===== src/nzcr_pkg.sv =====
// Shared constants and controller/datapath interface types for the crossing-rate block.
`timescale 1ns / 1ps
`default_nettype none
package nzcr_pkg;

    localparam int SAMPLE_W  = 16;
    localparam int RATE_W    = 18;
    localparam int FREQ_W    = 26;
    localparam int FREQ_FRAC = 8;
    localparam int POS_W     = 36;
    localparam int COUNT_W   = 20;

    localparam logic [RATE_W-1:0]  RATE_RESET = 18'd4000;
    localparam logic [COUNT_W-1:0] COUNT_MAX  = {COUNT_W{1'b1}};

    // Commands from the controller to the datapath
    typedef struct packed {
        logic capture;    // latch the incoming item
        logic frac_init;  // load the fraction divider
        logic frac_step;  // one restoring step of the fraction divider
        logic freq_init;  // load the frequency divider
        logic freq_step;  // one restoring step of the frequency divider
        logic commit;     // update the block state from the current item
        logic emit;       // load the output register
    } nzcr_cmd_t;

    // Status from the datapath to the controller
    typedef struct packed {
        logic cross_det;  // current item is a negative-going crossing
        logic last;       // current item closes the block
        logic have_edge;  // an earlier edge exists in this block
        logic out_free;   // output register can take a result this cycle
    } nzcr_status_t;

endpackage
`default_nettype wire


===== src/nzcr_ctrl.sv =====
// Sequencing state machine for the crossing-rate block.
`timescale 1ns / 1ps
`default_nettype none
module nzcr_ctrl #(
    parameter int FRACTION_BITS = 16
) (
    input  wire                    clk,
    input  wire                    rst_n,
    input  wire                    in_valid,
    output logic                   in_ready,
    input  nzcr_pkg::nzcr_status_t status,
    output nzcr_pkg::nzcr_cmd_t    cmd
);
    import nzcr_pkg::*;

    localparam int NUM_W = RATE_W + FREQ_FRAC + FRACTION_BITS;
    localparam int CW    = $clog2(NUM_W + 1);

    typedef enum logic [2:0] {
        ST_IDLE,
        ST_CHECK,
        ST_FRAC,
        ST_LOAD,
        ST_FREQ,
        ST_EMIT
    } state_t;

    state_t          state_reg, state_next;
    logic [CW-1:0]   cnt_reg, cnt_next;

    assign in_ready = (state_reg == ST_IDLE);

    always_comb
    begin
        state_next = state_reg;
        cnt_next   = cnt_reg;
        cmd        = '0;
        unique case (state_reg)
            ST_IDLE:
            begin
                if (in_valid)
                begin
                    cmd.capture = 1'b1;
                    state_next  = ST_CHECK;
                end
            end
            ST_CHECK:
            begin
                if (status.cross_det)
                begin
                    cmd.frac_init = 1'b1;
                    cnt_next      = CW'(FRACTION_BITS);
                    state_next    = ST_FRAC;
                end
                else if (status.last)
                begin
                    state_next = ST_EMIT;
                end
                else
                begin
                    cmd.commit = 1'b1;
                    state_next = ST_IDLE;
                end
            end
            ST_FRAC:
            begin
                cmd.frac_step = 1'b1;
                cnt_next      = cnt_reg - 1'b1;
                if (cnt_reg == CW'(1))
                begin
                    state_next = status.have_edge ? ST_LOAD : ST_EMIT;
                end
            end
            ST_LOAD:
            begin
                cmd.freq_init = 1'b1;
                cnt_next      = CW'(NUM_W);
                state_next    = ST_FREQ;
            end
            ST_FREQ:
            begin
                cmd.freq_step = 1'b1;
                cnt_next      = cnt_reg - 1'b1;
                if (cnt_reg == CW'(1))
                begin
                    state_next = ST_EMIT;
                end
            end
            ST_EMIT:
            begin
                if (status.out_free)
                begin
                    cmd.commit = 1'b1;
                    cmd.emit   = 1'b1;
                    state_next = ST_IDLE;
                end
            end
            default:
            begin
                state_next = ST_IDLE;
            end
        endcase
    end

    always_ff @(posedge clk or negedge rst_n)
    begin
        if (!rst_n)
        begin
            state_reg <= ST_IDLE;
            cnt_reg   <= '0;
        end
        else
        begin
            state_reg <= state_next;
            cnt_reg   <= cnt_next;
        end
    end

endmodule
`default_nettype wire


===== src/nzcr_dp.sv =====
// Datapath: block state, two restoring dividers and the output register.
`timescale 1ns / 1ps
`default_nettype none
module nzcr_dp #(
    parameter int MAX_SAMPLES_LOG2 = 20,
    parameter int FRACTION_BITS    = 16
) (
    input  wire                                  clk,
    input  wire                                  rst_n,
    input  nzcr_pkg::nzcr_cmd_t                  cmd,
    output nzcr_pkg::nzcr_status_t               status,
    input  wire                                  cfg_wr_en,
    input  wire  [nzcr_pkg::RATE_W-1:0]          cfg_wr_data,
    input  wire  signed [nzcr_pkg::SAMPLE_W-1:0] sample,
    input  wire                                  block_end,
    output logic                                 out_valid,
    input  wire                                  out_ready,
    output logic                                 crossing,
    output logic [nzcr_pkg::POS_W-1:0]           edge_position,
    output logic                                 interval_valid,
    output logic [nzcr_pkg::FREQ_W-1:0]          interval_frequency,
    output logic [nzcr_pkg::POS_W-1:0]           interval_midpoint,
    output logic [nzcr_pkg::COUNT_W-1:0]         interval_count,
    output logic                                 block_done
);
    import nzcr_pkg::*;

    localparam int MS    = MAX_SAMPLES_LOG2;
    localparam int FB    = FRACTION_BITS;
    localparam int EW    = MS + FB;
    localparam int NUM_W = RATE_W + FREQ_FRAC + FB;

    // configuration
    logic [RATE_W-1:0]   rate_reg;

    // current item
    logic [SAMPLE_W-1:0] cur_reg;
    logic                last_reg;

    // block state
    logic [SAMPLE_W-1:0] prev_sample_reg;
    logic                have_prev_reg;
    logic [MS-1:0]       idx_reg;
    logic [EW-1:0]       prev_edge_reg;
    logic                have_edge_reg;
    logic [COUNT_W-1:0]  count_reg;

    // fraction divider
    logic [SAMPLE_W:0]   frem_reg;
    logic [FB-1:0]       fq_reg;

    // frequency divider
    logic [EW-1:0]       d_reg;
    logic [NUM_W-1:0]    num_reg;
    logic [EW:0]         qrem_reg;
    logic [NUM_W-1:0]    qq_reg;

    // output register
    logic                out_valid_reg;

    logic                cross_det;
    logic [SAMPLE_W:0]   den;
    logic [SAMPLE_W:0]   ft;
    logic                fge;
    logic [EW-1:0]       edge_cur;
    logic [EW:0]         qt;
    logic                qge;
    logic [EW:0]         edge_sum;
    logic [FREQ_W-1:0]   freq_sat;
    logic [COUNT_W-1:0]  count_new;
    logic [EW+POS_W-1:0] edge_ext;
    logic [EW+POS_W-1:0] mid_ext;

    assign cross_det = have_prev_reg && !prev_sample_reg[SAMPLE_W-1] && (|prev_sample_reg)
                       && cur_reg[SAMPLE_W-1];

    // a - b, positive on a crossing
    assign den = {prev_sample_reg[SAMPLE_W-1], prev_sample_reg}
               - {cur_reg[SAMPLE_W-1], cur_reg};
    assign ft  = {frem_reg[SAMPLE_W-1:0], 1'b0};
    assign fge = (ft >= den);

    // fraction is below one sample, so the edge is a plain concatenation
    assign edge_cur = {idx_reg, fq_reg};

    assign qt  = {qrem_reg[EW-1:0], num_reg[NUM_W-1]};
    assign qge = (qt >= {1'b0, d_reg});

    // zero spacing gives an all-ones quotient, which saturates as well
    assign freq_sat = (|qq_reg[NUM_W-1:FREQ_W]) ? {FREQ_W{1'b1}} : qq_reg[FREQ_W-1:0];

    assign edge_sum = {1'b0, prev_edge_reg} + {1'b0, edge_cur};
    assign edge_ext = {{POS_W{1'b0}}, edge_cur};
    assign mid_ext  = {{POS_W{1'b0}}, edge_sum[EW:1]};

    always_comb
    begin
        count_new = count_reg;
        if (cross_det && have_edge_reg && (count_reg != COUNT_MAX))
        begin
            count_new = count_reg + 1'b1;
        end
    end

    assign status.cross_det = cross_det;
    assign status.last      = last_reg;
    assign status.have_edge = have_edge_reg;
    assign status.out_free  = !out_valid_reg || out_ready;

    always_ff @(posedge clk or negedge rst_n)
    begin
        if (!rst_n)
        begin
            rate_reg        <= RATE_RESET;
            prev_sample_reg <= '0;
            have_prev_reg   <= 1'b0;
            idx_reg         <= '0;
            prev_edge_reg   <= '0;
            have_edge_reg   <= 1'b0;
            count_reg       <= '0;
            out_valid_reg   <= 1'b0;
        end
        else
        begin
            if (cfg_wr_en)
            begin
                rate_reg <= cfg_wr_data;
            end
            if (cmd.commit)
            begin
                if (last_reg)
                begin
                    prev_sample_reg <= '0;
                    have_prev_reg   <= 1'b0;
                    idx_reg         <= '0;
                    prev_edge_reg   <= '0;
                    have_edge_reg   <= 1'b0;
                    count_reg       <= '0;
                end
                else
                begin
                    prev_sample_reg <= cur_reg;
                    have_prev_reg   <= 1'b1;
                    idx_reg         <= idx_reg + 1'b1;
                    count_reg       <= count_new;
                    if (cross_det)
                    begin
                        prev_edge_reg <= edge_cur;
                        have_edge_reg <= 1'b1;
                    end
                end
            end
            if (cmd.emit)
            begin
                out_valid_reg <= 1'b1;
            end
            else if (out_ready)
            begin
                out_valid_reg <= 1'b0;
            end
        end
    end

    // payload and divider registers, no reset
    always_ff @(posedge clk)
    begin
        if (cmd.capture)
        begin
            cur_reg  <= sample;
            last_reg <= block_end;
        end
        if (cmd.frac_init)
        begin
            frem_reg <= {1'b0, prev_sample_reg};
            fq_reg   <= '0;
        end
        else if (cmd.frac_step)
        begin
            frem_reg <= fge ? (ft - den) : ft;
            fq_reg   <= {fq_reg[FB-2:0], fge};
        end
        if (cmd.freq_init)
        begin
            d_reg    <= edge_cur - prev_edge_reg;
            num_reg  <= {rate_reg, {(FREQ_FRAC + FB){1'b0}}};
            qrem_reg <= '0;
            qq_reg   <= '0;
        end
        else if (cmd.freq_step)
        begin
            qrem_reg <= qge ? (qt - {1'b0, d_reg}) : qt;
            qq_reg   <= {qq_reg[NUM_W-2:0], qge};
            num_reg  <= {num_reg[NUM_W-2:0], 1'b0};
        end
        if (cmd.emit)
        begin
            crossing           <= cross_det;
            edge_position      <= cross_det ? edge_ext[POS_W-1:0] : '0;
            interval_valid     <= cross_det && have_edge_reg;
            interval_frequency <= (cross_det && have_edge_reg) ? freq_sat : '0;
            interval_midpoint  <= (cross_det && have_edge_reg) ? mid_ext[POS_W-1:0] : '0;
            interval_count     <= count_new;
            block_done         <= last_reg;
        end
    end

    assign out_valid = out_valid_reg;

endmodule
`default_nettype wire


===== src/negative_zero_crossing_rate.sv =====
// Top level of the negative-going zero-crossing interval estimator.
// Usage:
//   Input channel (in_valid/in_ready, sample, block_end) takes one signed
//   sample per item; block_end marks the last sample of a block.
//   Output channel (out_valid/out_ready) carries at most one result per
//   input item: one for each negative-going crossing, and always one for the
//   last sample of a block (block_done = 1), after which the block state clears.
//   cfg_wr_en/cfg_wr_data write sample_rate; write only when idle.
// Sequencing:
//   A sample with no result is captured, checked and committed. A crossing
//   runs the one-bit-per-cycle fraction divider; a later crossing of a block
//   then loads and runs the one-bit-per-cycle frequency divider before the
//   result is emitted.
//   One item is worked on at a time; in_ready is high when the sequencer idles.
// Reset: rst_n is asynchronous and active low; sample_rate returns to 4000 Hz
//   and all block state clears.
// Stall: a finished result sits in the output register; the next item is
//   accepted meanwhile and waits only when its own result is ready to load.
`timescale 1ns / 1ps
`default_nettype none
module negative_zero_crossing_rate #(
    parameter int MAX_SAMPLES_LOG2 = 20,
    parameter int FRACTION_BITS    = 16
) (
    input  wire                                  clk,
    input  wire                                  rst_n,
    input  wire                                  cfg_wr_en,
    input  wire  [nzcr_pkg::RATE_W-1:0]          cfg_wr_data,
    input  wire                                  in_valid,
    output logic                                 in_ready,
    input  wire  signed [nzcr_pkg::SAMPLE_W-1:0] sample,
    input  wire                                  block_end,
    output logic                                 out_valid,
    input  wire                                  out_ready,
    output logic                                 crossing,
    output logic [nzcr_pkg::POS_W-1:0]           edge_position,
    output logic                                 interval_valid,
    output logic [nzcr_pkg::FREQ_W-1:0]          interval_frequency,
    output logic [nzcr_pkg::POS_W-1:0]           interval_midpoint,
    output logic [nzcr_pkg::COUNT_W-1:0]         interval_count,
    output logic                                 block_done
);
    import nzcr_pkg::*;

    nzcr_cmd_t    cmd;
    nzcr_status_t status;

    // sequencer: accept, check, divide, emit
    nzcr_ctrl #(
        .FRACTION_BITS (FRACTION_BITS)
    ) u_ctrl (
        .clk      (clk),
        .rst_n    (rst_n),
        .in_valid (in_valid),
        .in_ready (in_ready),
        .status   (status),
        .cmd      (cmd)
    );

    // block state, serial dividers, output register
    nzcr_dp #(
        .MAX_SAMPLES_LOG2 (MAX_SAMPLES_LOG2),
        .FRACTION_BITS    (FRACTION_BITS)
    ) u_dp (
        .clk                (clk),
        .rst_n              (rst_n),
        .cmd                (cmd),
        .status             (status),
        .cfg_wr_en          (cfg_wr_en),
        .cfg_wr_data        (cfg_wr_data),
        .sample             (sample),
        .block_end          (block_end),
        .out_valid          (out_valid),
        .out_ready          (out_ready),
        .crossing           (crossing),
        .edge_position      (edge_position),
        .interval_valid     (interval_valid),
        .interval_frequency (interval_frequency),
        .interval_midpoint  (interval_midpoint),
        .interval_count     (interval_count),
        .block_done         (block_done)
    );

endmodule
`default_nettype wire


===== config.mk =====
export PLATFORM = sky130hd
export DESIGN_NAME = negative_zero_crossing_rate
export DESIGN_NICKNAME = d
export VERILOG_FILES = /design/src/nzcr_pkg.sv /design/src/nzcr_ctrl.sv /design/src/nzcr_dp.sv /design/src/negative_zero_crossing_rate.sv
export SDC_FILE = /design/constraint.sdc
export NUM_CORES = 1
export LEC_CHECK = 0
export ABC_AREA = 1
export BUFFER_PORTS_ARGS = -buffer_cell sky130_fd_sc_hd__clkbuf_2
export CAP_MARGIN = 10
export CORE_ASPECT_RATIO = 1.25
export CORE_MARGIN = 3
export CORE_UTILIZATION = 25
export DETAILED_ROUTE_END_ITERATION = 10
export SETUP_SLACK_MARGIN = 0.5
export SLEW_MARGIN = 0
export SYNTH_ARGS = -nofsm -noshare
export SYNTH_HDL_FRONTEND = slang
export SYNTH_HIERARCHICAL = 1
export SYNTH_SLANG_ARGS = --single-unit

===== constraint.sdc =====
create_clock -name clk -period 15 [get_ports clk]
set_input_delay 3 -clock clk [delete_from_list [all_inputs] [get_ports clk]]
set_output_delay 3 -clock clk [all_outputs]
set_load 0.01 [all_outputs]

== Word-level counts from Yosys, hierarchy flattened ==
Cells that the tools add are included.

* Input bits: 40
* Logic and storage cells: 106
* Bits in registers: 424
* Output and inout port bits: 123

* Equal/unequal tests: 12
* Reduce and logical (&&, ||, !) cells: 20
* Mux-type cells: 39
* $add $sub $neg: 8
* Order comparisons: 2

{| class="wikitable"
|+ Operators by type and width
! cell !! number
|-
| $mux W36 || 3
|-
| $mux W42 || 2
|-
| $sub A36 B36 Y36 || 2
|-
| $mux W16 || 4
|-
| $mux W20 || 3
|-
| $add A20 B1 Y20 const B || 2
|-
| $add A36 B36 Y37 || 1
|-
| $ge A37 B36 Y1 || 1
|-
| $reduce_or A16 Y1 || 2
|-
| $mux W26 || 1
|-
| $mux W3 || 7
|-
| $ne A20 B20 Y1 const B || 1
|-
| $pmux W3 S6 || 1
|-
| $pmux W6 S3 || 1
|-
| $ge A17 B17 Y1 || 1
|-
| $sub A16 B16 Y17 || 1
|-
| $sub A16 B16 Y16 || 1
|-
| $mux W1 || 14
|-
| $reduce_bool A2 Y1 || 4
|-
| $eq A3 B2 Y1 const B || 2
|-
| $eq A3 B3 Y1 const B || 2
|-
| $eq A6 B1 Y1 const B || 1
|-
| $mux W6 || 1
|-
| $ne A2 B1 Y1 const B || 3
|-
| 13 further kinds || 20
|}

== Longest topological paths before layout ==
Gate-level depths: netlist of the first run.

* Word-level depth: 8
* Gate-level depth with buffers: 23
* Gate-level depth less buffers: 22

== Hierarchy ==
The synthesis of the first run kept the hierarchy.

{| class="wikitable"
|+ By module, submodules not included
! module !! cells each !! area an instance (sq um) !! instances !! seq. area each (sq um)
|-
| nzcr_dp || 3143 || 24713.7 || 1 || 10963.0
|-
| nzcr_ctrl || 108 || 733.2 || 1 || 225.2
|}

== Least setup slack after synthesis of the first run ==
OpenSTA, ideal clock, no wires.

* Kind: input to register
* Start point: in out_ready
* End point: reg u_dp.block_done (enable)
* Arrival: 8228 ps
* Path buffers: 0
* Library setup time: 604 ps
* Path slack: 6168 ps
* Stages on the path: 4
* Cell sequence: inv_1 -> nand2_1 -> inv_1 -> nor2_1

{| class="wikitable"
|+ RTL lines
! what !! RTL line !! text
|-
| start, declared || negative_zero_crossing_rate.sv:34 || <nowiki>input wire out_ready,</nowiki>
|-
| end signal, assigned || nzcr_dp.sv:203 || <nowiki>block_done <= last_reg;</nowiki>
|-
| end, declared || nzcr_dp.sv:24 || <nowiki>output logic block_done</nowiki>
|}

==> impl_metrics.yaml, run 1 <==
die:
  design.portCount: 163
  floorplan.initialDensity: 0.2527
  floorplan.die_area_um2: 105700
  core_um2: 100700
  die_h_um: 362.7
  number_of_cell_rows: 130
  die_width_um: 291.4
global_routing:
  use_met3: 0.02226
  grt_max_degree: 71
  grt-ovfl-total: 0
  top_usage_layer: "met2"
  number_of_antenna_violations_at_the_first_check_in_global_routing: 0
  gr-usage-all-layers: 0.1430
  via_count_of_the_first_global_routing_pass: 21630
  global_route.usage.met1: 0.1623
  grt_util_met2: 0.2616
  global_route_wire_length_before_repair_um: 120100
yosys:
  synth_edf_count: 208
  post_synth_instance_area_um2: 25450
  ys_seq_elements: 424
  post_synth_and_or_nand_nor_area_fraction: 0.2194
  xor_and_xnor_area_share_after_synthesis: 0.03545
  synth_compound_gate_area_share: 0.1367
  synth_async_sr_flop_share: 0.2877
  synth.mux.area_fraction: 0.0004425
  synthesis.area_per_instance_um2: 7.827
  mappedNetlistNets: 3440
  synth.yosys.seq_area_share: 0.4397
  dominant_combinational_cell_family_by_area_after_synthesis: "simple AND/OR/NAND/NOR gates"
  netlist-cell-type-count: 58
  netlist_instances: 3251
  synth_flop_cell: "sky130_fd_sc_hd__edfxtp_1"
  synthAdderAreaFrac: 0.07474
  number_of_warning_messages_in_the_yosys_log: 6
clock_network:
  post_cts_sizing: 0
  clk_latency_ns: 0.59
  worst_setup_hold_path_clk_slew_ns: 0.06
  ctsRootBufferMaster: "sky130_fd_sc_hd__clkbuf_16"
  cts_max_level: 2
  tritoncts: "built"
  cts-buffers-inserted: 46
  max-clock-path-buffers: 3
  post_cts_hold_buffer_count: 0
  cts_setup_buffers: 0
  tritoncts_num_sinks: 424
timing:
  finalSetupViolations: 0
  finalCritPeriodShare: 0.3610
  timing.final.max_slew_violations: 0
  rsz0062_at_grt: "false"
  hold_violations: 0
  clock.fmax_mhz: 184.7
  finClkSkew_ns: 0.01348
  finalCriticalPeriod_ns: 5.416
  setup_total_negative_slack_ns: 0
  worst_slew_margin_rel: 0.2982
  worstMarginPinSlew_ns: 1.053
  worst_hold_slack_ns: 0.4705
critical_path:
  startpoint_type: "input pin"
  setup.worst_path.end_class: "flop"
  crit_required_ns: 15.49
  cp_data_arrival_time_ns: 5.91
  r2r_start: "u_dp/prev_sample_reg[0]"
  worst-path-max-fanout: 48
  critPathLaunch: "out_ready"
  critical_path_type: "input pin to flop"
routing:
  routed_wl_um: 77300
  drcViolationCount: 0
  dr_total_vias: 21830
  via_per_inst: 4.606
  drt-pass1-iter-count: 5
  avgRoutedWirePerCell_um: 16.31
  drtAntennaViolNets: 0
  count_of_routing_violations_after_the_opening_detailed_route_iteration: 1532
layout:
  synthToLayoutAreaGrowth_pct: 14.49
  most-common-layout-cells: "sky130_fd_sc_hd__nand2_1, sky130_fd_sc_hd__inv_1, sky130_fd_sc_hd__nor2_1"
  finalInstanceArea_um2: 29130
  layout-drive-gt1-share: 0.09359
  largest_register_ffs: 42
  layout.cells.most_common: "sky130_fd_sc_hd__nand2_1"
  nets: 3571
  layoutNonFillerInstCount: 4739
  insertedDiodeCount: 0
placement:
  hpwl_um: 60290
  placedInstanceArea_um2: 27630
  placed_cells_incl_taps: 4654
  place.gp.congestion: 1.012
  buffer_ports.inserted: 162
pwr:
  post-layout-total-power_mw: 3.070
  power-per-cell-area_nw_per_um2: 105.4
  power.static_leakage_nw: 13.54
  power.ir.vdd_worst_v: 0.00007402
outcome:
  status: "complete, no violations"
hold_path:
  hold_path.class: "flop to flop"
  min_from: "u_dp/qrem_reg[21]"
run:
  max-cap-violations: 0
-- routing by layer --
layer / up-vias / share of wire
li1: 10920 / -
met2: 554 / 0.50
met5: - / 0
met1: 10190 / 0.40
met4: 0 / 0.049
met3: 168 / 0.045
-- power by group --
| part | total [mW] | switching [mW] | internal (mW) |
|---|---|---|---|
| registers | 1.32 | 0.0336 | 1.28 |
| clock network | 1.13 | 0.483 | 0.646 |
| logic | 0.623 | 0.421 | 0.202 |
| total | 3.07 | 0.937 | 2.13 |
-- worst max-delay path: stages --
cell                       delay, ns
sky130_fd_sc_hd__clkbuf_2       0.09
sky130_fd_sc_hd__inv_1          0.04
sky130_fd_sc_hd__nand2_1        0.17
sky130_fd_sc_hd__inv_1          0.13
sky130_fd_sc_hd__o22ai_2        0.85
sky130_fd_sc_hd__inv_2          0.58
sky130_fd_sc_hd__nor2_4         0.21
sky130_fd_sc_hd__buf_4          0.47
sky130_fd_sc_hd__o21ai_0        0.18
sky130_fd_sc_hd__o22ai_1        0.13
-- worst paths after layout --
check	slack, ns	depth (start not counted)	to
min reg2reg	0.47	2	u_dp/qrem_reg[21]
max in group asynchronous	11.27	2	u_ctrl/cnt_reg[0]
max	9.58	10	u_dp/idx_reg[6]
max reg2reg	10.34	21	u_dp/frem_reg[14]
min in group asynchronous	2.35	1	u_dp/rate_reg[4]
min	0.47	2	u_dp/qrem_reg[21]
-- logic make-up after synthesis --
family                     Yosys count
muxes                                1
AOI/OAI and AO/OA                  631
DFF                                424
xor gates and xnor gates           103
and+or+nand+nor                   1335
buffers and inverters              608
adders and majority gates          149
-- stage by stage --
step	worst slack, ns	util
floorplan	6.168	-
global placement	8.977	0.2744
detailed placement	8.953	0.2744
CTS	9.608	0.2894
global route	9.321	0.2894
finish	9.584	0.2894
-- synthesized netlist by cell type, types with 4 or more instances --
| cell | number | area, um^2 |
|---|---|---|
| sky130_fd_sc_hd__a21o_1 | 18 | 135.1 |
| sky130_fd_sc_hd__a21oi_1 | 207 | 1036 |
| sky130_fd_sc_hd__a31oi_1 | 6 | 37.54 |
| sky130_fd_sc_hd__buf_2 | 25 | 125.1 |
| sky130_fd_sc_hd__buf_4 | 8 | 60.06 |
| sky130_fd_sc_hd__buf_6 | 5 | 56.30 |
| sky130_fd_sc_hd__clkbuf_1 | 55 | 206.5 |
| sky130_fd_sc_hd__dfrtp_1 | 116 | 2903 |
| sky130_fd_sc_hd__dfstp_2 | 6 | 157.7 |
| sky130_fd_sc_hd__dfxtp_1 | 94 | 1882 |
| sky130_fd_sc_hd__edfxtp_1 | 208 | 6246 |
| sky130_fd_sc_hd__fa_1 | 5 | 100.1 |
| sky130_fd_sc_hd__ha_1 | 144 | 1802 |
| sky130_fd_sc_hd__inv_1 | 501 | 1881 |
| sky130_fd_sc_hd__inv_2 | 10 | 37.54 |
| sky130_fd_sc_hd__nand2_1 | 758 | 2845 |
| sky130_fd_sc_hd__nand2_2 | 9 | 56.30 |
| sky130_fd_sc_hd__nand3_1 | 156 | 780.8 |
| sky130_fd_sc_hd__nand3_2 | 4 | 40.04 |
| sky130_fd_sc_hd__nand4_1 | 29 | 181.4 |
| sky130_fd_sc_hd__nor2_1 | 287 | 1077 |
| sky130_fd_sc_hd__nor2_2 | 13 | 81.33 |
| sky130_fd_sc_hd__nor2_4 | 4 | 45.04 |
| sky130_fd_sc_hd__nor3_1 | 33 | 165.2 |
| sky130_fd_sc_hd__nor4_1 | 15 | 93.84 |
| sky130_fd_sc_hd__o211ai_1 | 9 | 67.56 |
| sky130_fd_sc_hd__o21a_1 | 21 | 157.7 |
| sky130_fd_sc_hd__o21ai_0 | 219 | 1096 |
| sky130_fd_sc_hd__o21ai_1 | 43 | 215.2 |
| sky130_fd_sc_hd__o21bai_1 | 15 | 112.6 |
| sky130_fd_sc_hd__o22ai_1 | 72 | 450.4 |
| sky130_fd_sc_hd__o31ai_1 | 4 | 30.03 |
| sky130_fd_sc_hd__or2_1 | 10 | 62.56 |
| sky130_fd_sc_hd__or2_2 | 4 | 25.02 |
| sky130_fd_sc_hd__xnor2_1 | 32 | 280.3 |
| sky130_fd_sc_hd__xor2_1 | 71 | 621.9 |
-- layout make-up --
class | count | area, um^2
clock inverters | 32 | 279.0
well taps | 1320 | 1652
multi-input cells | 2219 | 11920
clock buffers | 53 | 1229
repair buffers | 178 | 937.1
fillers | 10790 | 71550
flip-flops and latches | 424 | 11190
inverters | 513 | 1926
(Power assumes the default switching activity.)
==> run 2, diff against run 1 <==
clock period = 4.67 ns   (was 15 ns; I/O delays follow)
==> run 2 against run 1 <==
  * Sequential share of layout area decreased by 0.21 points
  * Setup slack got worse by 8.7 ns
  * Wire length increased by 1.1%
  * Clock power increased to 3.3 times the previous value
  * Non-clock buffer count increased by 5
==> impl_metrics.yaml, run 2 (synthesized netlist as in run 1, its figures left out) <==
outcome:
  status: "complete, no violations"
timing:
  finalSetupViolations: 0
  worst_slew_margin_rel: 0.3408
  setup_total_negative_slack_ns: 0
  clock.fmax_mhz: 265.2
  finalCriticalPeriod_ns: 3.771
  timing.final.max_slew_violations: 0
  worst_slack_ns: 0.8987
  rsz0062_at_grt: "false"
  finalCritPeriodShare: 0.8076
  worstMarginPinSlew_ns: 0.9877
  worst_hold_slack_ns: 0.3442
  hold_violations: 0
  finClkSkew_ns: 0.01392
layout:
  synthToLayoutAreaGrowth_pct: 15.13
  ff_latch_area_um2: 11190
  largest_register_ffs: 42
  layout-drive-gt1-share: 0.09582
  insertedDiodeCount: 0
  final.fill_count: 10830
  layout.cells.most_common: "sky130_fd_sc_hd__nand2_1"
  nets: 3575
  most-common-layout-cells: "sky130_fd_sc_hd__nand2_1, sky130_fd_sc_hd__inv_1, sky130_fd_sc_hd__nor2_1"
  multiInputGateArea_um2: 11960
routing:
  drtAntennaViolNets: 0
  via_per_inst: 4.573
  dr_total_vias: 21690
  drcViolationCount: 0
  routed_wl_um: 78150
  avgRoutedWirePerCell_um: 16.48
  drt-pass1-iter-count: 5
  count_of_routing_violations_after_the_opening_detailed_route_iteration: 1198
die:
  design.portCount: 163
  die_h_um: 362.7
  floorplan.die_area_um2: 105700
  number_of_cell_rows: 130
  core_um2: 100700
  floorplan.initialDensity: 0.2527
  die_width_um: 291.4
global_routing:
  global_route_wire_length_before_repair_um: 120100
  number_of_antenna_violations_at_the_first_check_in_global_routing: 0
  gr-usage-all-layers: 0.1433
  grt_max_degree: 76
  grt-ovfl-total: 0
  via_count_of_the_first_global_routing_pass: 21810
critical_path:
  cp_data_arrival_time_ns: 4.07
  crit_required_ns: 4.97
  startpoint_type: "flop"
  worst-path-max-fanout: 24
  critPathLaunch: "u_dp/cur_reg[0]"
  setup.worst_path.end_class: "flop"
  critical_path_type: "flop to flop"
  r2r_start: "u_dp/cur_reg[0]"
clock_network:
  tritoncts_num_sinks: 424
  cts_max_level: 2
  tritoncts: "built"
  max-clock-path-buffers: 3
  ctsRootBufferMaster: "sky130_fd_sc_hd__clkbuf_16"
  clk_latency_ns: 0.60
  worst_setup_hold_path_clk_slew_ns: 0.06
  cts-buffers-inserted: 45
  cts_setup_buffers: 0
run:
  max-cap-violations: 0
pwr:
  power-per-cell-area_nw_per_um2: 345.5
  power.static_leakage_nw: 13.60
  power.ir.vdd_worst_v: 0.0002776
placement:
  dp_slack_ns: 0.3888
  buffer_ports.inserted: 162
  hpwl_um: 61690
  place.gp.congestion: 0.9752
hold_path:
  hold_path.class: "input pin to async pin"
## run 2: cell count changes in the layout (fill, tap and decap cells not counted), sizes merged
cell / previous run / this run
clkinv: 20 / 9
clkbuf: 214 / 228
bufinv: 3 / 4
clkinvlp: 4 / 1
inv: 518 / 516
buf: 17 / 22
## run 2: power by group
| part | total [mW] | internal, mW | switching [mW] |
|---|---|---|---|
| clock network | 3.75 | 2.19 | 1.56 |
| registers | 4.24 | 4.13 | 0.119 |
| logic | 2.13 | 0.693 | 1.44 |
| total | 10.1 | 7.01 | 3.11 |
## run 2: area by class of cell
type                    count  area share
clock buffers              67     0.04506
clock inverters            17    0.007602
inverters                 513     0.06573
multi-input cells        2219      0.4084
flip-flops and latches    424      0.3819
well taps                1320     0.05637
repair buffers            183     0.03498
## run 2: routing by layer
metal  share of wire  routed length [um]  track usage  vias up
li1                -                   -            -    10910
met1            0.40               31430       0.1599    10180
met2            0.51               39930       0.2680      453
met3           0.043                3333      0.02287      144
met4           0.044                3457      0.06108        0
met5               0                   0            0        -
## run 2: final timing paths
path,end,slack (ns),depth (start not counted)
max,u_dp/frem_reg[5],0.90,20
min,u_dp/rate_reg[6],0.34,1
max reg2reg,u_dp/frem_reg[5],0.90,20
min reg2reg,u_dp/qrem_reg[21],0.47,2
max in group asynchronous,u_dp/prev_sample_reg[1],3.40,2
min in group clk,u_dp/qrem_reg[21],0.47,2
## run 2: critical path: stages, from the launching register on
cell,delay (ns)
sky130_fd_sc_hd__edfxtp_1,0.41
sky130_fd_sc_hd__ha_1,0.25
sky130_fd_sc_hd__fa_1,0.40
sky130_fd_sc_hd__nand3b_1,0.21
sky130_fd_sc_hd__a21oi_2,0.19
sky130_fd_sc_hd__nor2_1,0.09
sky130_fd_sc_hd__o21ai_2,0.16
sky130_fd_sc_hd__a21boi_1,0.13
sky130_fd_sc_hd__xor2_1,0.16
sky130_fd_sc_hd__ha_1,0.33
sky130_fd_sc_hd__inv_1,0.11
sky130_fd_sc_hd__o21ai_2,0.08
sky130_fd_sc_hd__nand3_1,0.06
sky130_fd_sc_hd__nand2_1,0.05
sky130_fd_sc_hd__a21oi_1,0.11
sky130_fd_sc_hd__nand2_1,0.09
sky130_fd_sc_hd__nand2_1,0.11
sky130_fd_sc_hd__nand2_4,0.09
sky130_fd_sc_hd__buf_12,0.17
sky130_fd_sc_hd__o21ai_0,0.18
sky130_fd_sc_hd__o21ai_0,0.10
## run 2: per-stage QoR
step	total power [mW]	utilization	area, um^2	std cells
finish	10.12	0.2910	29300	4743
global route	10.65	0.2910	29300	4743
CTS	10.19	0.2905	29250	4743
detailed placement	6.379	0.2751	27700	4659
global placement	6.364	0.2751	27700	4659
floorplan	5.758	-	25450	3251
## run 2: what timing repair did
item / 4_1_cts / 5_1_grt
hold buffers: 0 / 0
endpoints found under the setup margin: 12 / 15
resized for setup: 3 / 12
